## src/rtl/bl_pkg.sv

```systemverilog
// ----------------------------------------------------------------------------
// bl_pkg
// Types and constants shared by the line generator's front end, back end and
// top level.
// ----------------------------------------------------------------------------
`default_nettype none

package bl_pkg;

   localparam int COORD_BITS = 12;
   localparam int DEC_BITS   = COORD_BITS + 2;
   localparam int INC_BITS   = COORD_BITS + 1;

   localparam logic OP_START = 1'b0;
   localparam logic OP_STEP  = 1'b1;

   localparam logic [1:0] DIR_NONE = 2'd0;
   localparam logic [1:0] DIR_UP   = 2'd1;
   localparam logic [1:0] DIR_DOWN = 2'd3;

   typedef logic [COORD_BITS-1:0] coord_type;

   typedef struct packed {
      logic      operation;
      coord_type start_x;
      coord_type start_y;
      coord_type end_x;
      coord_type end_y;
   } bl_req_type;

   typedef struct packed {
      coord_type pixel_x;
      coord_type pixel_y;
      logic      pixel_valid;
      logic      last_pixel;
   } bl_rsp_type;

   // classified item handed from the front end to the back end
   typedef struct packed {
      logic                       operation;
      logic                       steep;
      logic                       single;
      logic [1:0]                 direction;
      coord_type                  major_start;
      coord_type                  minor_start;
      coord_type                  major_end;
      logic signed [DEC_BITS-1:0] decision;
      logic [INC_BITS-1:0]        inc_straight;
      logic signed [DEC_BITS-1:0] inc_diagonal;
   } bl_cmd_type;

endpackage

`default_nettype wire

```

## src/rtl/bl_fifo.sv

```systemverilog
// ----------------------------------------------------------------------------
// bl_fifo
// Small register queue with push/full and pop/empty; DEPTH a power of two.
// ----------------------------------------------------------------------------
`default_nettype none

module bl_fifo #(
   parameter int WIDTH = 8,
   parameter int DEPTH = 2
) (
   input  wire logic             clock,
   input  wire logic             reset,
   input  wire logic             push,
   output logic                  full,
   input  wire logic [WIDTH-1:0] wr_data,
   input  wire logic             pop,
   output logic                  empty,
   output logic      [WIDTH-1:0] rd_data
);

   localparam int AW = (DEPTH > 2) ? $clog2(DEPTH) : 1;

   logic [WIDTH-1:0] mem_ff [DEPTH];
   logic [AW-1:0]    wr_ptr_ff, wr_ptr_in;
   logic [AW-1:0]    rd_ptr_ff, rd_ptr_in;
   logic [AW:0]      count_ff, count_in;
   logic             do_push, do_pop;

   assign full    = (count_ff == (AW+1)'(DEPTH));
   assign empty   = (count_ff == '0);
   assign do_push = push && !full;
   assign do_pop  = pop && !empty;
   assign rd_data = mem_ff[rd_ptr_ff];

   always_comb begin
      wr_ptr_in = do_push ? wr_ptr_ff + 1'b1 : wr_ptr_ff;
      rd_ptr_in = do_pop  ? rd_ptr_ff + 1'b1 : rd_ptr_ff;
      count_in  = count_ff;
      if (do_push && !do_pop) begin
         count_in = count_ff + 1'b1;
      end else if (do_pop && !do_push) begin
         count_in = count_ff - 1'b1;
      end
   end

   always_ff @(posedge clock) begin
      if (reset) begin
         wr_ptr_ff <= '0;
         rd_ptr_ff <= '0;
         count_ff  <= '0;
      end else begin
         wr_ptr_ff <= wr_ptr_in;
         rd_ptr_ff <= rd_ptr_in;
         count_ff  <= count_in;
      end
   end

   always_ff @(posedge clock) begin
      if (do_push) begin
         mem_ff[wr_ptr_ff] <= wr_data;
      end
   end

endmodule

`default_nettype wire

```

## src/rtl/bl_front.sv

```systemverilog
// ----------------------------------------------------------------------------
// bl_front
// Classifies an item: for a start, picks the major axis, orders the
// endpoints and works out the decision term and its increments.
// ----------------------------------------------------------------------------
`default_nettype none

module bl_front (
   input  wire bl_pkg::bl_req_type req,
   output bl_pkg::bl_cmd_type      cmd
);

   import bl_pkg::*;

   coord_type           adx, ady, dmaj, dmin;
   coord_type           ma0, mi0, ma1;
   logic                x_desc, y_desc, steep, swap, minor_up;
   logic [DEC_BITS-1:0] dmin2, dmaj1, dmaj2;

   always_comb begin
      x_desc   = req.start_x > req.end_x;
      y_desc   = req.start_y > req.end_y;
      adx      = x_desc ? req.start_x - req.end_x : req.end_x - req.start_x;
      ady      = y_desc ? req.start_y - req.end_y : req.end_y - req.start_y;
      steep    = ady > adx;
      swap     = steep ? y_desc : x_desc;
      dmaj     = steep ? ady : adx;
      dmin     = steep ? adx : ady;
      minor_up = steep ? ~(swap ^ x_desc) : ~(swap ^ y_desc);
      if (steep) begin
         ma0 = swap ? req.end_y   : req.start_y;
         ma1 = swap ? req.start_y : req.end_y;
         mi0 = swap ? req.end_x   : req.start_x;
      end else begin
         ma0 = swap ? req.end_x   : req.start_x;
         ma1 = swap ? req.start_x : req.end_x;
         mi0 = swap ? req.end_y   : req.start_y;
      end
      dmin2 = {1'b0, dmin, 1'b0};
      dmaj1 = {2'b00, dmaj};
      dmaj2 = {1'b0, dmaj, 1'b0};

      cmd              = '0;
      cmd.operation    = req.operation;
      cmd.steep        = steep;
      cmd.single       = (ma0 == ma1);
      cmd.direction    = (dmin == '0) ? DIR_NONE : (minor_up ? DIR_UP : DIR_DOWN);
      cmd.major_start  = ma0;
      cmd.minor_start  = mi0;
      cmd.major_end    = ma1;
      cmd.decision     = $signed(dmin2 - dmaj1);
      cmd.inc_straight = {dmin, 1'b0};
      cmd.inc_diagonal = $signed(dmin2 - dmaj2);
   end

endmodule

`default_nettype wire

```

## src/rtl/bl_back.sv

```systemverilog
// ----------------------------------------------------------------------------
// bl_back
// Holds the active line: loads it on a start item and steps it one pixel per step item.
// ----------------------------------------------------------------------------
`default_nettype none

module bl_back (
   input  wire logic               clock,
   input  wire logic               reset,
   input  wire bl_pkg::bl_cmd_type cmd,
   input  wire logic               cmd_empty,
   output logic                    cmd_pop,
   output bl_pkg::bl_rsp_type      rsp,
   output logic                    rsp_push,
   input  wire logic               rsp_full
);

   import bl_pkg::*;

   logic                       active_ff, active_in;
   logic                       steep_ff, steep_in;
   coord_type                  major_ff, major_in;
   coord_type                  minor_ff, minor_in;
   coord_type                  major_end_ff, major_end_in;
   logic [1:0]                 dir_ff, dir_in;
   logic signed [DEC_BITS-1:0] decision_ff, decision_in;
   logic [INC_BITS-1:0]        inc_s_ff, inc_s_in;
   logic signed [DEC_BITS-1:0] inc_d_ff, inc_d_in;
   logic                       fin;

   assign cmd_pop  = !cmd_empty && !rsp_full;
   assign rsp_push = cmd_pop;

   always_comb begin
      active_in    = active_ff;
      steep_in     = steep_ff;
      major_in     = major_ff;
      minor_in     = minor_ff;
      major_end_in = major_end_ff;
      dir_in       = dir_ff;
      decision_in  = decision_ff;
      inc_s_in     = inc_s_ff;
      inc_d_in     = inc_d_ff;
      fin          = 1'b0;
      rsp          = '0;
      if (cmd_pop) begin
         if (cmd.operation == OP_START) begin
            steep_in     = cmd.steep;
            major_in     = cmd.major_start;
            minor_in     = cmd.minor_start;
            major_end_in = cmd.major_end;
            dir_in       = cmd.direction;
            decision_in  = cmd.decision;
            inc_s_in     = cmd.inc_straight;
            inc_d_in     = cmd.inc_diagonal;
            fin          = cmd.single;
         end else if (active_ff) begin
            major_in = major_ff + 1'b1;
            if (decision_ff < 0) begin
               decision_in = decision_ff + $signed({1'b0, inc_s_ff});
            end else begin
               decision_in = decision_ff + inc_d_ff;
               if (dir_ff == DIR_UP) begin
                  minor_in = minor_ff + 1'b1;
               end else if (dir_ff == DIR_DOWN) begin
                  minor_in = minor_ff - 1'b1;
               end
            end
            fin = (major_in == major_end_ff);
         end
         if (cmd.operation == OP_START || active_ff) begin
            active_in       = !fin;
            rsp.pixel_x     = steep_in ? minor_in : major_in;
            rsp.pixel_y     = steep_in ? major_in : minor_in;
            rsp.pixel_valid = 1'b1;
            rsp.last_pixel  = fin;
         end
      end
   end

   always_ff @(posedge clock) begin
      if (reset) begin
         active_ff <= 1'b0;
      end else begin
         active_ff <= active_in;
      end
   end

   always_ff @(posedge clock) begin
      steep_ff     <= steep_in;
      major_ff     <= major_in;
      minor_ff     <= minor_in;
      major_end_ff <= major_end_in;
      dir_ff       <= dir_in;
      decision_ff  <= decision_in;
      inc_s_ff     <= inc_s_in;
      inc_d_ff     <= inc_d_in;
   end

endmodule

`default_nettype wire

```

## src/rtl/bresenham_line_generator.sv

```systemverilog
// ----------------------------------------------------------------------------
// bresenham_line_generator
// Integer line rasteriser, all octants, endpoint included.
//
// Input queue: push, full, req_item. A start item carries both endpoints and
// returns the first pixel; each step item returns the next pixel, with
// last_pixel on the final one. A step with no line active returns an item
// with pixel_valid low.
// Result queue: empty, pop, rsp_item. The oldest result sits on rsp_item
// while empty is low.
// An accepted item is written into the command queue; its result goes into
// the result queue when the back end pops it from there.
// Throughput: one item per cycle while the result queue is not full; the
// back end's decision update is combinational.
// A two-entry queue sits between front end and back end and another on the
// result side; if pop is held low the result queue fills, the back end
// stops, the command queue fills and full rises.
// Reset (synchronous) empties both queues and drops any active line.
// ----------------------------------------------------------------------------
`default_nettype none

module bresenham_line_generator (
   input  wire logic               clock,
   input  wire logic               reset,
   input  wire logic               push,
   output logic                    full,
   input  wire bl_pkg::bl_req_type req_item,
   output logic                    empty,
   input  wire logic               pop,
   output bl_pkg::bl_rsp_type      rsp_item
);

   import bl_pkg::*;

   localparam int CMD_W = $bits(bl_cmd_type);
   localparam int RSP_W = $bits(bl_rsp_type);

   bl_cmd_type       cmd_wr, cmd_rd;
   logic [CMD_W-1:0] cmd_rd_bits;
   logic             cmd_empty, cmd_pop;
   bl_rsp_type       rsp_wr;
   logic [RSP_W-1:0] rsp_rd_bits;
   logic             rsp_push, rsp_full;

   bl_front u_front (
      .req (req_item),
      .cmd (cmd_wr)
   );

   bl_fifo #(
      .WIDTH (CMD_W),
      .DEPTH (2)
   ) u_cmd_queue (
      .clock   (clock),
      .reset   (reset),
      .push    (push),
      .full    (full),
      .wr_data (CMD_W'(cmd_wr)),
      .pop     (cmd_pop),
      .empty   (cmd_empty),
      .rd_data (cmd_rd_bits)
   );

   assign cmd_rd = bl_cmd_type'(cmd_rd_bits);

   bl_back u_back (
      .clock     (clock),
      .reset     (reset),
      .cmd       (cmd_rd),
      .cmd_empty (cmd_empty),
      .cmd_pop   (cmd_pop),
      .rsp       (rsp_wr),
      .rsp_push  (rsp_push),
      .rsp_full  (rsp_full)
   );

   bl_fifo #(
      .WIDTH (RSP_W),
      .DEPTH (2)
   ) u_rsp_queue (
      .clock   (clock),
      .reset   (reset),
      .push    (rsp_push),
      .full    (rsp_full),
      .wr_data (RSP_W'(rsp_wr)),
      .pop     (pop),
      .empty   (empty),
      .rd_data (rsp_rd_bits)
   );

   assign rsp_item = bl_rsp_type'(rsp_rd_bits);

endmodule

`default_nettype wire

```

## config.mk

```make
export PLATFORM = sky130hd
export DESIGN_NAME = bresenham_line_generator
export DESIGN_NICKNAME = d
export VERILOG_FILES = /design/src/rtl/bl_pkg.sv /design/src/rtl/bl_fifo.sv /design/src/rtl/bl_front.sv /design/src/rtl/bl_back.sv /design/src/rtl/bresenham_line_generator.sv
export SDC_FILE = /design/constraint.sdc
export NUM_CORES = 1
export LEC_CHECK = 0
export ABC_AREA = 1
export BUFFER_PORTS_ARGS = -buffer_cell sky130_fd_sc_hd__buf_2
export CAP_MARGIN = 10
export CORE_MARGIN = 8
export CORE_UTILIZATION = 60
export DETAILED_ROUTE_END_ITERATION = 8
export PLACE_DENSITY = 0.8
export SYNTH_ARGS = -nofsm -noshare
export SYNTH_HDL_FRONTEND = slang
export SYNTH_SLANG_ARGS = --single-unit
export TNS_END_PERCENT = 20
```

## constraint.sdc

```tcl
create_clock -name clock -period 9.3 [get_ports clock]
set_clock_uncertainty 0.2 [all_clocks]
set_input_delay 0 -clock clock [delete_from_list [all_inputs] [get_ports clock]]
set_output_delay 0 -clock clock [all_outputs]
set_load 0.03 [all_outputs]
```

# ---- Yosys cells after proc, flatten, opt, wreduce, memory -nomap -nowiden
# Memories as Yosys holds them, arrays and structs flattened. A register that Yosys moved wholly into a read port is not among the register bits.
# Index checks and enable logic that the tools add are counted.
dict set report totals {
  out_inout_bits 28
  elab_cells 125
  ff_bits 89
  memories 2
  ram_bits 214
  inputBits 53
}
# memory depth word_bits rd rd_ports_with_merged_regs wr line_no
set mem_list {}
lappend mem_list {u_cmd_queue.mem_ff 2 81 1 1 1 bl_fifo.sv:23} ;# logic [WIDTH-1:0] mem_ff [DEPTH];
lappend mem_list {u_rsp_queue.mem_ff 2 26 1 1 1 bl_fifo.sv:23}
dict set report op_classes {
  n_reduce_logical 27
  n_addsub 19
  n_eq_ne 7
  n_bitwise 5
  n_mux 46
  order_cmp 4
}
# cell n
set ops {}
lappend ops {{12-bit two-way mux} 20}
lappend ops {{26-bit two-way mux} 2}
lappend ops {{12-bit subtractor} 4}
lappend ops {{14-bit two-way mux} 3}
lappend ops {{12-bit greater-than comparator} 3}
lappend ops {{14-bit adder} 2}
lappend ops {{12-bit by 1-bit adder with 12-bit output (second input constant)} 2}
lappend ops {{12-bit == test} 2}
lappend ops {{1-bit two-way mux} 15}
lappend ops {{14-bit by 1-bit less-than comparator with 1-bit output (second input constant)} 1}
lappend ops {{13-bit by 12-bit subtractor with 14-bit output} 1}
lappend ops {{13-bit by 13-bit subtractor with 14-bit output} 1}
lappend ops {{12-bit zero test} 1}
lappend ops {{2-bit two-way mux} 6}
lappend ops {{12-bit by 1-bit subtractor with 12-bit output (second input constant)} 1}
lappend ops {{1-bit logical AND} 9}
lappend ops {{1-bit zero test} 9}
lappend ops {{2-bit == test (second input constant)} 3}
lappend ops {{2-bit AND reduction} 3}
lappend ops {{1-bit adder (second input constant)} 4}
lappend ops {{2-bit by 1-bit adder with 2-bit output (second input constant)} 2}
lappend ops {{2-bit zero test} 2}
lappend ops {{2-bit nonzero test} 2}
lappend ops {{2-bit by 1-bit subtractor with 2-bit output (second input constant)} 2}
lappend ops {{5 further kinds} 8}

# ---- Logic depth before layout (Yosys ltp)
# Gate-level depths: netlist (run 1).
dict set report logic_depth {
  word_depth 9
  ltp_mapped 39
  ltp_nobuf 38
}

# ---- Cells and area by module
# Synthesis (run 1) repeated with hierarchy kept, for this count alone.
dict set report hier_totals {
  cells_unflattened 2316
  area_unflattened_um2 20763.7
}
# mod area_each_um2 n_inst seq_area_each_um2 cells_per_inst
set modules_own_cells {}
lappend modules_own_cells {bl_front 6796.5 1 0.0 1267}
lappend modules_own_cells {{bl_fifo (u_cmd_queue)} 6566.3 1 5024.8 292}
lappend modules_own_cells {bl_back 5167.5 1 2422.3 639}
lappend modules_own_cells {{bl_fifo (u_rsp_queue)} 2233.4 1 1661.6 118}

# ---- Worst setup path after synthesis (run 1)
# Ideal clock, no wire load.
dict set report synth_timing {
  path_kind {flip-flop to flip-flop}
  start {register u_cmd_queue.count_ff[1]}
  end {memory u_cmd_queue.mem_ff[1][10] in the netlist's numbering, enable pin}
  path_stages_with_launch 4
  period_less_slack_ns 4.554
  setup_time_ns 0.519
  n_path_buf 0
  required_ns 8.581
  arrival_time_ns 3.836
  setup_slack_ns 4.746
  cell_sequence {dfxtp_1 inv_1 o21ai_0 nor2_1}
}
dict set report synth_via {
  elab_chain_len 5
}
# element line_no
set synth_lines {}
lappend synth_lines {{from (decl)} bl_fifo.sv:26} ;# logic [AW:0] count_ff, count_in;
lappend synth_lines {{from (signal assigned)} bl_fifo.sv:54} ;# count_ff <= count_in;
lappend synth_lines {{2-bit == test} bl_fifo.sv:29} ;# assign full = (count_ff == (AW+1)'(DEPTH));
lappend synth_lines {{1-bit zero test} bl_fifo.sv:31} ;# assign do_push = push && !full;
lappend synth_lines {{1-bit logical AND} bl_fifo.sv:31}
lappend synth_lines {{1-bit two-way mux} bl_fifo.sv:59} ;# if (do_push) begin
lappend synth_lines {{1-bit two-way mux (implied by the code)} bl_fifo.sv:60} ;# mem_ff[wr_ptr_ff] <= wr_data;
lappend synth_lines {{to (decl)} bl_fifo.sv:23}
# Every way passes these cells.

==> results of run 1 <==
## stage by stage
| step | total power, mW | hold WS (ns) | setup slack, ns |
|---|---|---|---|
| final | 8.028 | 0.04388 | 2.421 |
| after global routing | 8.571 | 0.05191 | 1.899 |
| after CTS | 7.962 | 0.01386 | 2.604 |
| after detailed placement | 6.664 | -0.006368 | 3.341 |
| after global placement | 6.514 | -0.01315 | 3.452 |
| after floorplan | 5.577 | -0.1011 | 4.746 |
## state kept, by name, indices dropped and copies added, names as in the netlist, named ones only
signal and cells:
u_back.active_ff 1, u_rsp_queue.mem_ff 52, u_cmd_queue.mem_ff 158, u_rsp_queue.count_ff 2, u_rsp_queue.wr_ptr_ff 1, u_back.steep_ff 1, u_back.inc_d_ff 13, u_cmd_queue.wr_ptr_ff 1
u_back.minor_ff 12, u_back.major_ff 12, u_back.dir_ff 2, u_back.decision_ff 13, u_cmd_queue.count_ff 2, u_cmd_queue.rd_ptr_ff 1, u_back.inc_s_ff 12, u_back.major_end_ff 12
u_rsp_queue.rd_ptr_ff 1
## cell families (layout without fill, tap and decap cells)
group,after synthesis,count (layout),share of synthesized area (%)
and+or+nand+nor,1204,1204,27.26
buffers and inverters,347,510,7.726
DFF,298,298,46.49
AOI/OAI and AO/OA,262,262,7.910
adders and majority gates,88,88,6.028
xor gates and xnor gates,64,64,2.948
muxes,28,28,1.645
## power by group through the flow
| stage | Combinational, mW | Clock (mW) | Sequential (mW) |
|---|---|---|---|
| final | 4.29 | 1.13 | 2.61 |
| after CTS | 4.22 | 1.14 | 2.61 |
| after global placement | 3.91 | 0 | 2.60 |
| after global routing | 4.73 | 1.19 | 2.65 |
| after floorplan | 3.02 | 0 | 2.55 |
| after detailed placement | 4.03 | 0 | 2.63 |
## path summary, 6_finish.rpt
check / startpoint / endpoint / slack (ns) / depth (start not counted)
setup / recovery: req_item[3] / u_cmd_queue.mem_ff[1][78]$_DFFE_PP_ / 2.42 / 33
hold / removal: req_item[13] / u_cmd_queue.mem_ff[1][53]$_DFFE_PP_ / 0.04 / 5
setup reg to reg: flip-flop / u_rsp_queue.mem_ff[0][0]$_DFFE_PP_ / 5.50 / 9
hold reg to reg: u_cmd_queue.rd_ptr_ff$_SDFFE_PP0P_ / u_cmd_queue.rd_ptr_ff$_SDFFE_PP0P_ / 0.27 / 1
## area by class of cell
cell class | instances | area (um^2) | area share (%)
clock buffer | 38 | 780.7 | 3.649
multi-input combinational | 1646 | 8747 | 40.88
timing repair buffer | 179 | 1361 | 6.362
tap | 402 | 503.0 | 2.351
sequential | 298 | 8840 | 41.31
inverter | 275 | 1032 | 4.824
clock inverter | 18 | 132.6 | 0.6198
## worst min-delay path: stages
cell	delay, ns
buf_2	0.14
inv_1	0.12
nand2_1	0.14
nand3_1	0.09
nand2_1	0.15
## routing by layer
layer  wire, um  part of all wire (%)
met5         34                 0.063
met1      21930                    41
met2      25420                    47
met4       1943                   3.6
met3       4325                   8.1
## cells in the mapped netlist, types with 12 or more instances
cell type	instances
nand2_2	25
buf_6	12
nand3_1	194
mux2_2	26
ha_1	82
xor2_1	50
xnor2_1	14
inv_1	263
clkbuf_1	26
nor3_1	21
a21oi_1	85
o21ai_0	90
nor2_1	120
o21ai_1	12
buf_2	16
nand4_1	22
o211ai_1	20
edfxtp_1	287
nand2_1	768
## repair_timing
| item | CTS | global route |
|---|---|---|
| setup buffers | 0 | 0 |
| hold buffers | 87 | 0 |
| endpoints found under the hold margin | 87 | 0 |
==> flow_summary_export.csv, run 1 <==
group,metric,value,unit
cells_and_area,area_delta_synth_final,12.54,%
global_routing,grt_remaining_overflow,0,
die,core,31390,um^2
drt,antenna_left,0,
global_routing,grt_max_degree,90,
cells_and_area,fin_nets,2571,
power,p_int,4.354,mW
setup_path,cp_num_buf_inv,9,
setup_path,cp-end-kind,"flip-flop",
power,peakVddDrop,0.0002153,V
power,p_switching,3.674,mW
power,p_leak,9.760,nW
clocking,clockRootBuffer,"clkbuf_16",
global_routing,grt_pass1_vias,15624,
timing,slew_violations,0,
clocking,cts_buffers,30,
logic_synthesis,synth_edf_count,287,
drt,viasPerCell,5.739,
timing,setup_viol,0,
timing,finalSetupTns,0,ns
setup_path,worst_path_largest_cell_delay,0.60,ns
cells_and_area,drive_above_1_share,10.23,%
logic_synthesis,synth_cell_type_count,52,
drt,drt_iter0_markers,1346,
logic_synthesis,ys_ff_latch,298,
clocking,insertion_delay,0.56,ns
cells_and_area,utilization,68.16,%
logic_synthesis,yosysTopAreaCell,"edfxtp_1",
cells_and_area,fillCellCount,2518,
logic_synthesis,synth.area.top_cells,"edfxtp_1 (45%), nand2_1 (15%), ha_1 (5.4%)",
power,switching_share,45.77,%
power,clockPowerShare,14.1,%
timing,max_freq,145.4,MHz
logic_synthesis,yosysWarningCount,0,
setup_path,critPathRequiredTime,9.51,ns
cells_and_area,mostFrequentLayoutCell,"nand2_1",
logic_synthesis,async_flop_share,0,%
logic_synthesis,netlist.area_leader.share,45.33,%
die,start_util,60.57,%
die,die_height,194.0,um
clocking,clk_pin_slew,0.06,ns
placement,place_area,19610,um^2
global_routing,met1_usage,36.05,%
setup_path,critPathTopFamily,"simple AND/OR/NAND/NOR gates",
clocking,post_cts_resized,0,
cells_and_area,mostFrequentLayoutCells,"nand2_1 (768), edfxtp_1 (287), inv_1 (262)",
clocking,cts_tree,"yes",
clocking,cts.sinks,298,
setup_path,crit_path_frequent_cell,"nand2_1",
setup_path,worstPathArrival,7.08,ns
die,dieWidth,194.0,um
timing,rsz0062_at_grt,"no",
hold_path,min_path_type,"in2reg",
drt,dr_total_vias,16391,
global_routing,grt_pass1_wl,83430,um
placement,place_inst,2713,
logic_synthesis,syn-num-nets,2432,
global_routing,met3_usage,3.072,%
clocking,clk_path_buf_depth,3,
clocking,cts.htree.levels,1,
cells_and_area,diodes,0,
timing,worstMarginPinSlew,1.115,ns
global_routing,grt.busiest_layer,"met2",
power,pwr-share-comb,53.4,%
drt,drcViolationCount,0,
run,cap_violations,0,
drt,wl_per_cell,18.79,um
die,die-area,37640,um^2
logic_synthesis,ys.flop_type,"edfxtp_1",
setup_path,cpMaxStageDelayCell,"nor2_4",
timing,period_minus_slack,6.879,ns
power,seqPwrFrac,32.5,%
placement,hpwlAfterDp,39990,um
cells_and_area,instances_no_fill,2856,
timing,timing.slew.headroom,25.59,%
placement,gp_congestion,1.009,
global_routing,grtUsageMet2,46.68,%
placement,place.port_buffers,80,
global_routing,track_usage,27.48,%
power,powerDensity,375.2,nW/um^2
setup_path,crit_type,"in2reg",
logic_synthesis,netlist_instances,2291,
die,rows,65,
setup_path,cp-start-kind,"input port",
status,outcome,"completed",
logic_synthesis,yosysSeqAreaShare,46.49,%
logic_synthesis,avgSynthCellArea,8.299,um^2
cells_and_area,postLayoutCellArea,21400,um^2
die,ioPinCount,81,
setup_path,path_max_fanout,31,
global_routing,grt_antenna_before_repair,2,
timing,hold_viol_final,0,
timing,fin_crit_sh,73.97,%
drt,drt_pass1_iterations,6,
logic_synthesis,syn_area,19010,um^2
drt,drt-total-wl,53660,um
Power figures use the tool's default switching activity.
==> run 2: changes to the inputs <==
clock period = 6.9 ns   (was 9.3 ns; I/O delays follow)
==> run 2 against run 1 <==
Core utilization rose by 0.67 points. Final cell count rose by 0.42%. Sequential power rose by 35%. First-iteration DRC count rose by 25%. Largest cell class unchanged. Hold slack improved by 0.024 ns. Register-to-register slack got worse by 2.7 ns. Clock-buffer cell count fell by 5.
==> flow_summary_export.csv, run 2 (synthesized netlist as in run 1, its figures left out) <==
group,metric,value,unit
die,start_util,60.57,%
timing,max_freq,155.0,MHz
timing,fin_ws,0.4468,ns
run,cap_violations,0,
global_routing,track_usage,28.74,%
global_routing,grt_max_degree,90,
die,rows,65,
drt,wl_per_cell,19.66,um
clocking,post_cts_resized,0,
timing,hold_viol_final,0,
global_routing,grt_pass1_wl,86500,um
die,dieWidth,194.0,um
hold_path,min_path_type,"in2reg",
cells_and_area,fin_nets,2584,
die,ioPinCount,81,
timing,setup_viol,0,
clocking,clockRootBuffer,"clkbuf_16",
global_routing,grt_antenna_before_repair,1,
die,die_height,194.0,um
setup_path,crit_path_frequent_cell,"nand2_1",
cells_and_area,area_delta_synth_final,13.64,%
setup_path,worst_path_largest_cell_delay,0.57,ns
timing,worstMarginPinSlew,1.167,ns
cells_and_area,mostFrequentLayoutCell,"nand2_1",
clocking,clk_pin_slew,0.06,ns
timing,period_minus_slack,6.453,ns
cells_and_area,drive_above_1_share,11.03,%
power,peakVddDrop,0.0002315,V
timing,timing.slew.headroom,22.13,%
drt,drt-total-wl,56390,um
setup_path,path_max_fanout,18,
setup_path,reg2reg_setup_slack,2.80,ns
cells_and_area,reg_top3,"u_cmd_queue.mem_ff (158), u_rsp_queue.mem_ff (52)",
timing,finalSetupTns,0,ns
clocking,cts.sinks,298,
die,die-area,37640,um^2
drt,highest_layer,"met5",
setup_path,cpMaxStageDelayCell,"dlygate4sd3_1",
drt,routed-wl-met2,27470,um
placement,place_inst,2718,
drt,antenna_left,0,
power,p_leak,9.883,nW
drt,drt_pass1_iterations,7,
timing,fin_crit_sh,93.52,%
clocking,cts_tree,"yes",
clocking,insertion_delay,0.58,ns
clocking,cts.htree.levels,1,
die,core,31390,um^2
timing,rsz0062_at_grt,"no",
setup_path,worstPathArrival,6.65,ns
setup_path,cp_num_buf_inv,10,
global_routing,grt_remaining_overflow,0,
power,powerDensity,517.5,nW/um^2
cells_and_area,diodes,0,
drt,wl_met1,22890,um
cells_and_area,regMostFlops,"u_cmd_queue.mem_ff",
global_routing,grt_pass1_vias,15862,
setup_path,critPathTopFamily,"simple AND/OR/NAND/NOR gates",
setup_path,cp-start-kind,"input port",
placement,hpwlAfterDp,41370,um
status,outcome,"completed",
clocking,clk_path_buf_depth,3,
drt,met3_length,4119,um
timing,slew_violations,0,
placement,gp_congestion,0.9868,
placement,pre_cts_ws,1.103,ns
drt,drt_iter0_markers,1683,
setup_path,critPathRequiredTime,7.10,ns
cells_and_area,mostFrequentLayoutCells,"nand2_1 (768), edfxtp_1 (287), inv_1 (262)",
drt,dr_total_vias,16524,
setup_path,cp-end-kind,"flip-flop",
drt,drcViolationCount,0,
cells_and_area,instances_no_fill,2868,
cells_and_area,largest_reg_flops,158,
placement,place.port_buffers,80,
clocking,cts_buffers,29,
setup_path,crit_type,"in2reg",
drt,viasPerCell,5.762,
run 2: cell types whose count changed in the layout (fill, tap and decap cells not counted), sizes merged:
cell | before | now
buf | 92 | 106
clkbuf | 38 | 33
bufinv | 1 | 5
clkinv | 16 | 14
inv | 274 | 276
clkinvlp | 2 | 1
dlygate4sd3 | 87 | 86
nand2 | 800 | 801
run 2: final cells by class:
cell class / count / area (um^2)
clock inverters: 21 / 275.3
flip-flops and latches: 298 / 8840
inverters: 275 / 1032
fillers: 2446 / 9787
multi-input cells: 1647 / 8758
clock buffers: 33 / 740.7
well taps: 402 / 503.0
repair buffers: 192 / 1456
run 2: power by group:
group | leakage (nW) | internal [mW] | switching [mW]
Clock | 0.495 | 0.975 | 0.708
Sequential | 2.78 | 3.23 | 0.296
Combinational | 6.61 | 1.85 | 4.12
Total | 9.88 | 6.05 | 5.13
run 2: routing by layer:
metal	GRT usage (%)	vias up
li1	-	7886
met3	3.679	110
met1	36.97	7723
met4	9.562	2
met2	49.67	803
met5	0	-
run 2: worst paths after layout:
kind                                 startpoint                             endpoint  cells past startpoint
min                                req_item[37]  u_cmd_queue.mem_ff[0][65]$_DFFE_PP_                      5
max                                req_item[24]  u_cmd_queue.mem_ff[0][78]$_DFFE_PP_                     37
min reg2reg  u_cmd_queue.rd_ptr_ff$_SDFFE_PP0P_   u_cmd_queue.rd_ptr_ff$_SDFFE_PP0P_                      1
max reg2reg                           flip-flop   u_rsp_queue.mem_ff[0][0]$_DFFE_PP_                      8
run 2: worst min-delay path, stage by stage:
cell	delay [ns]
buf_2	0.15
inv_1	0.16
nand2_1	0.12
nand3_1	0.09
nand2_1	0.16
run 2: stage by stage:
stage          area [um^2]  hold WS, ns  utilization, %  total power, mW
2_1_floorplan        19010      -0.1011               -            7.517
3_3_place_gp         19650     -0.01180           62.59            8.830
3_5_place_dp         19650    -0.006136           62.59            9.064
4_1_cts              21530      0.03349           68.57            10.98
5_1_grt              21610      0.05085           68.82            11.86
6_report             21610      0.06781           68.82            11.18
run 2: what timing repair did:
item | CTS | global route
hold buffers | 86 | 0
buffers inserted | 0 | 9
endpoints found under the hold margin | 87 | 0
endpoints found under the setup margin | 0 | 2
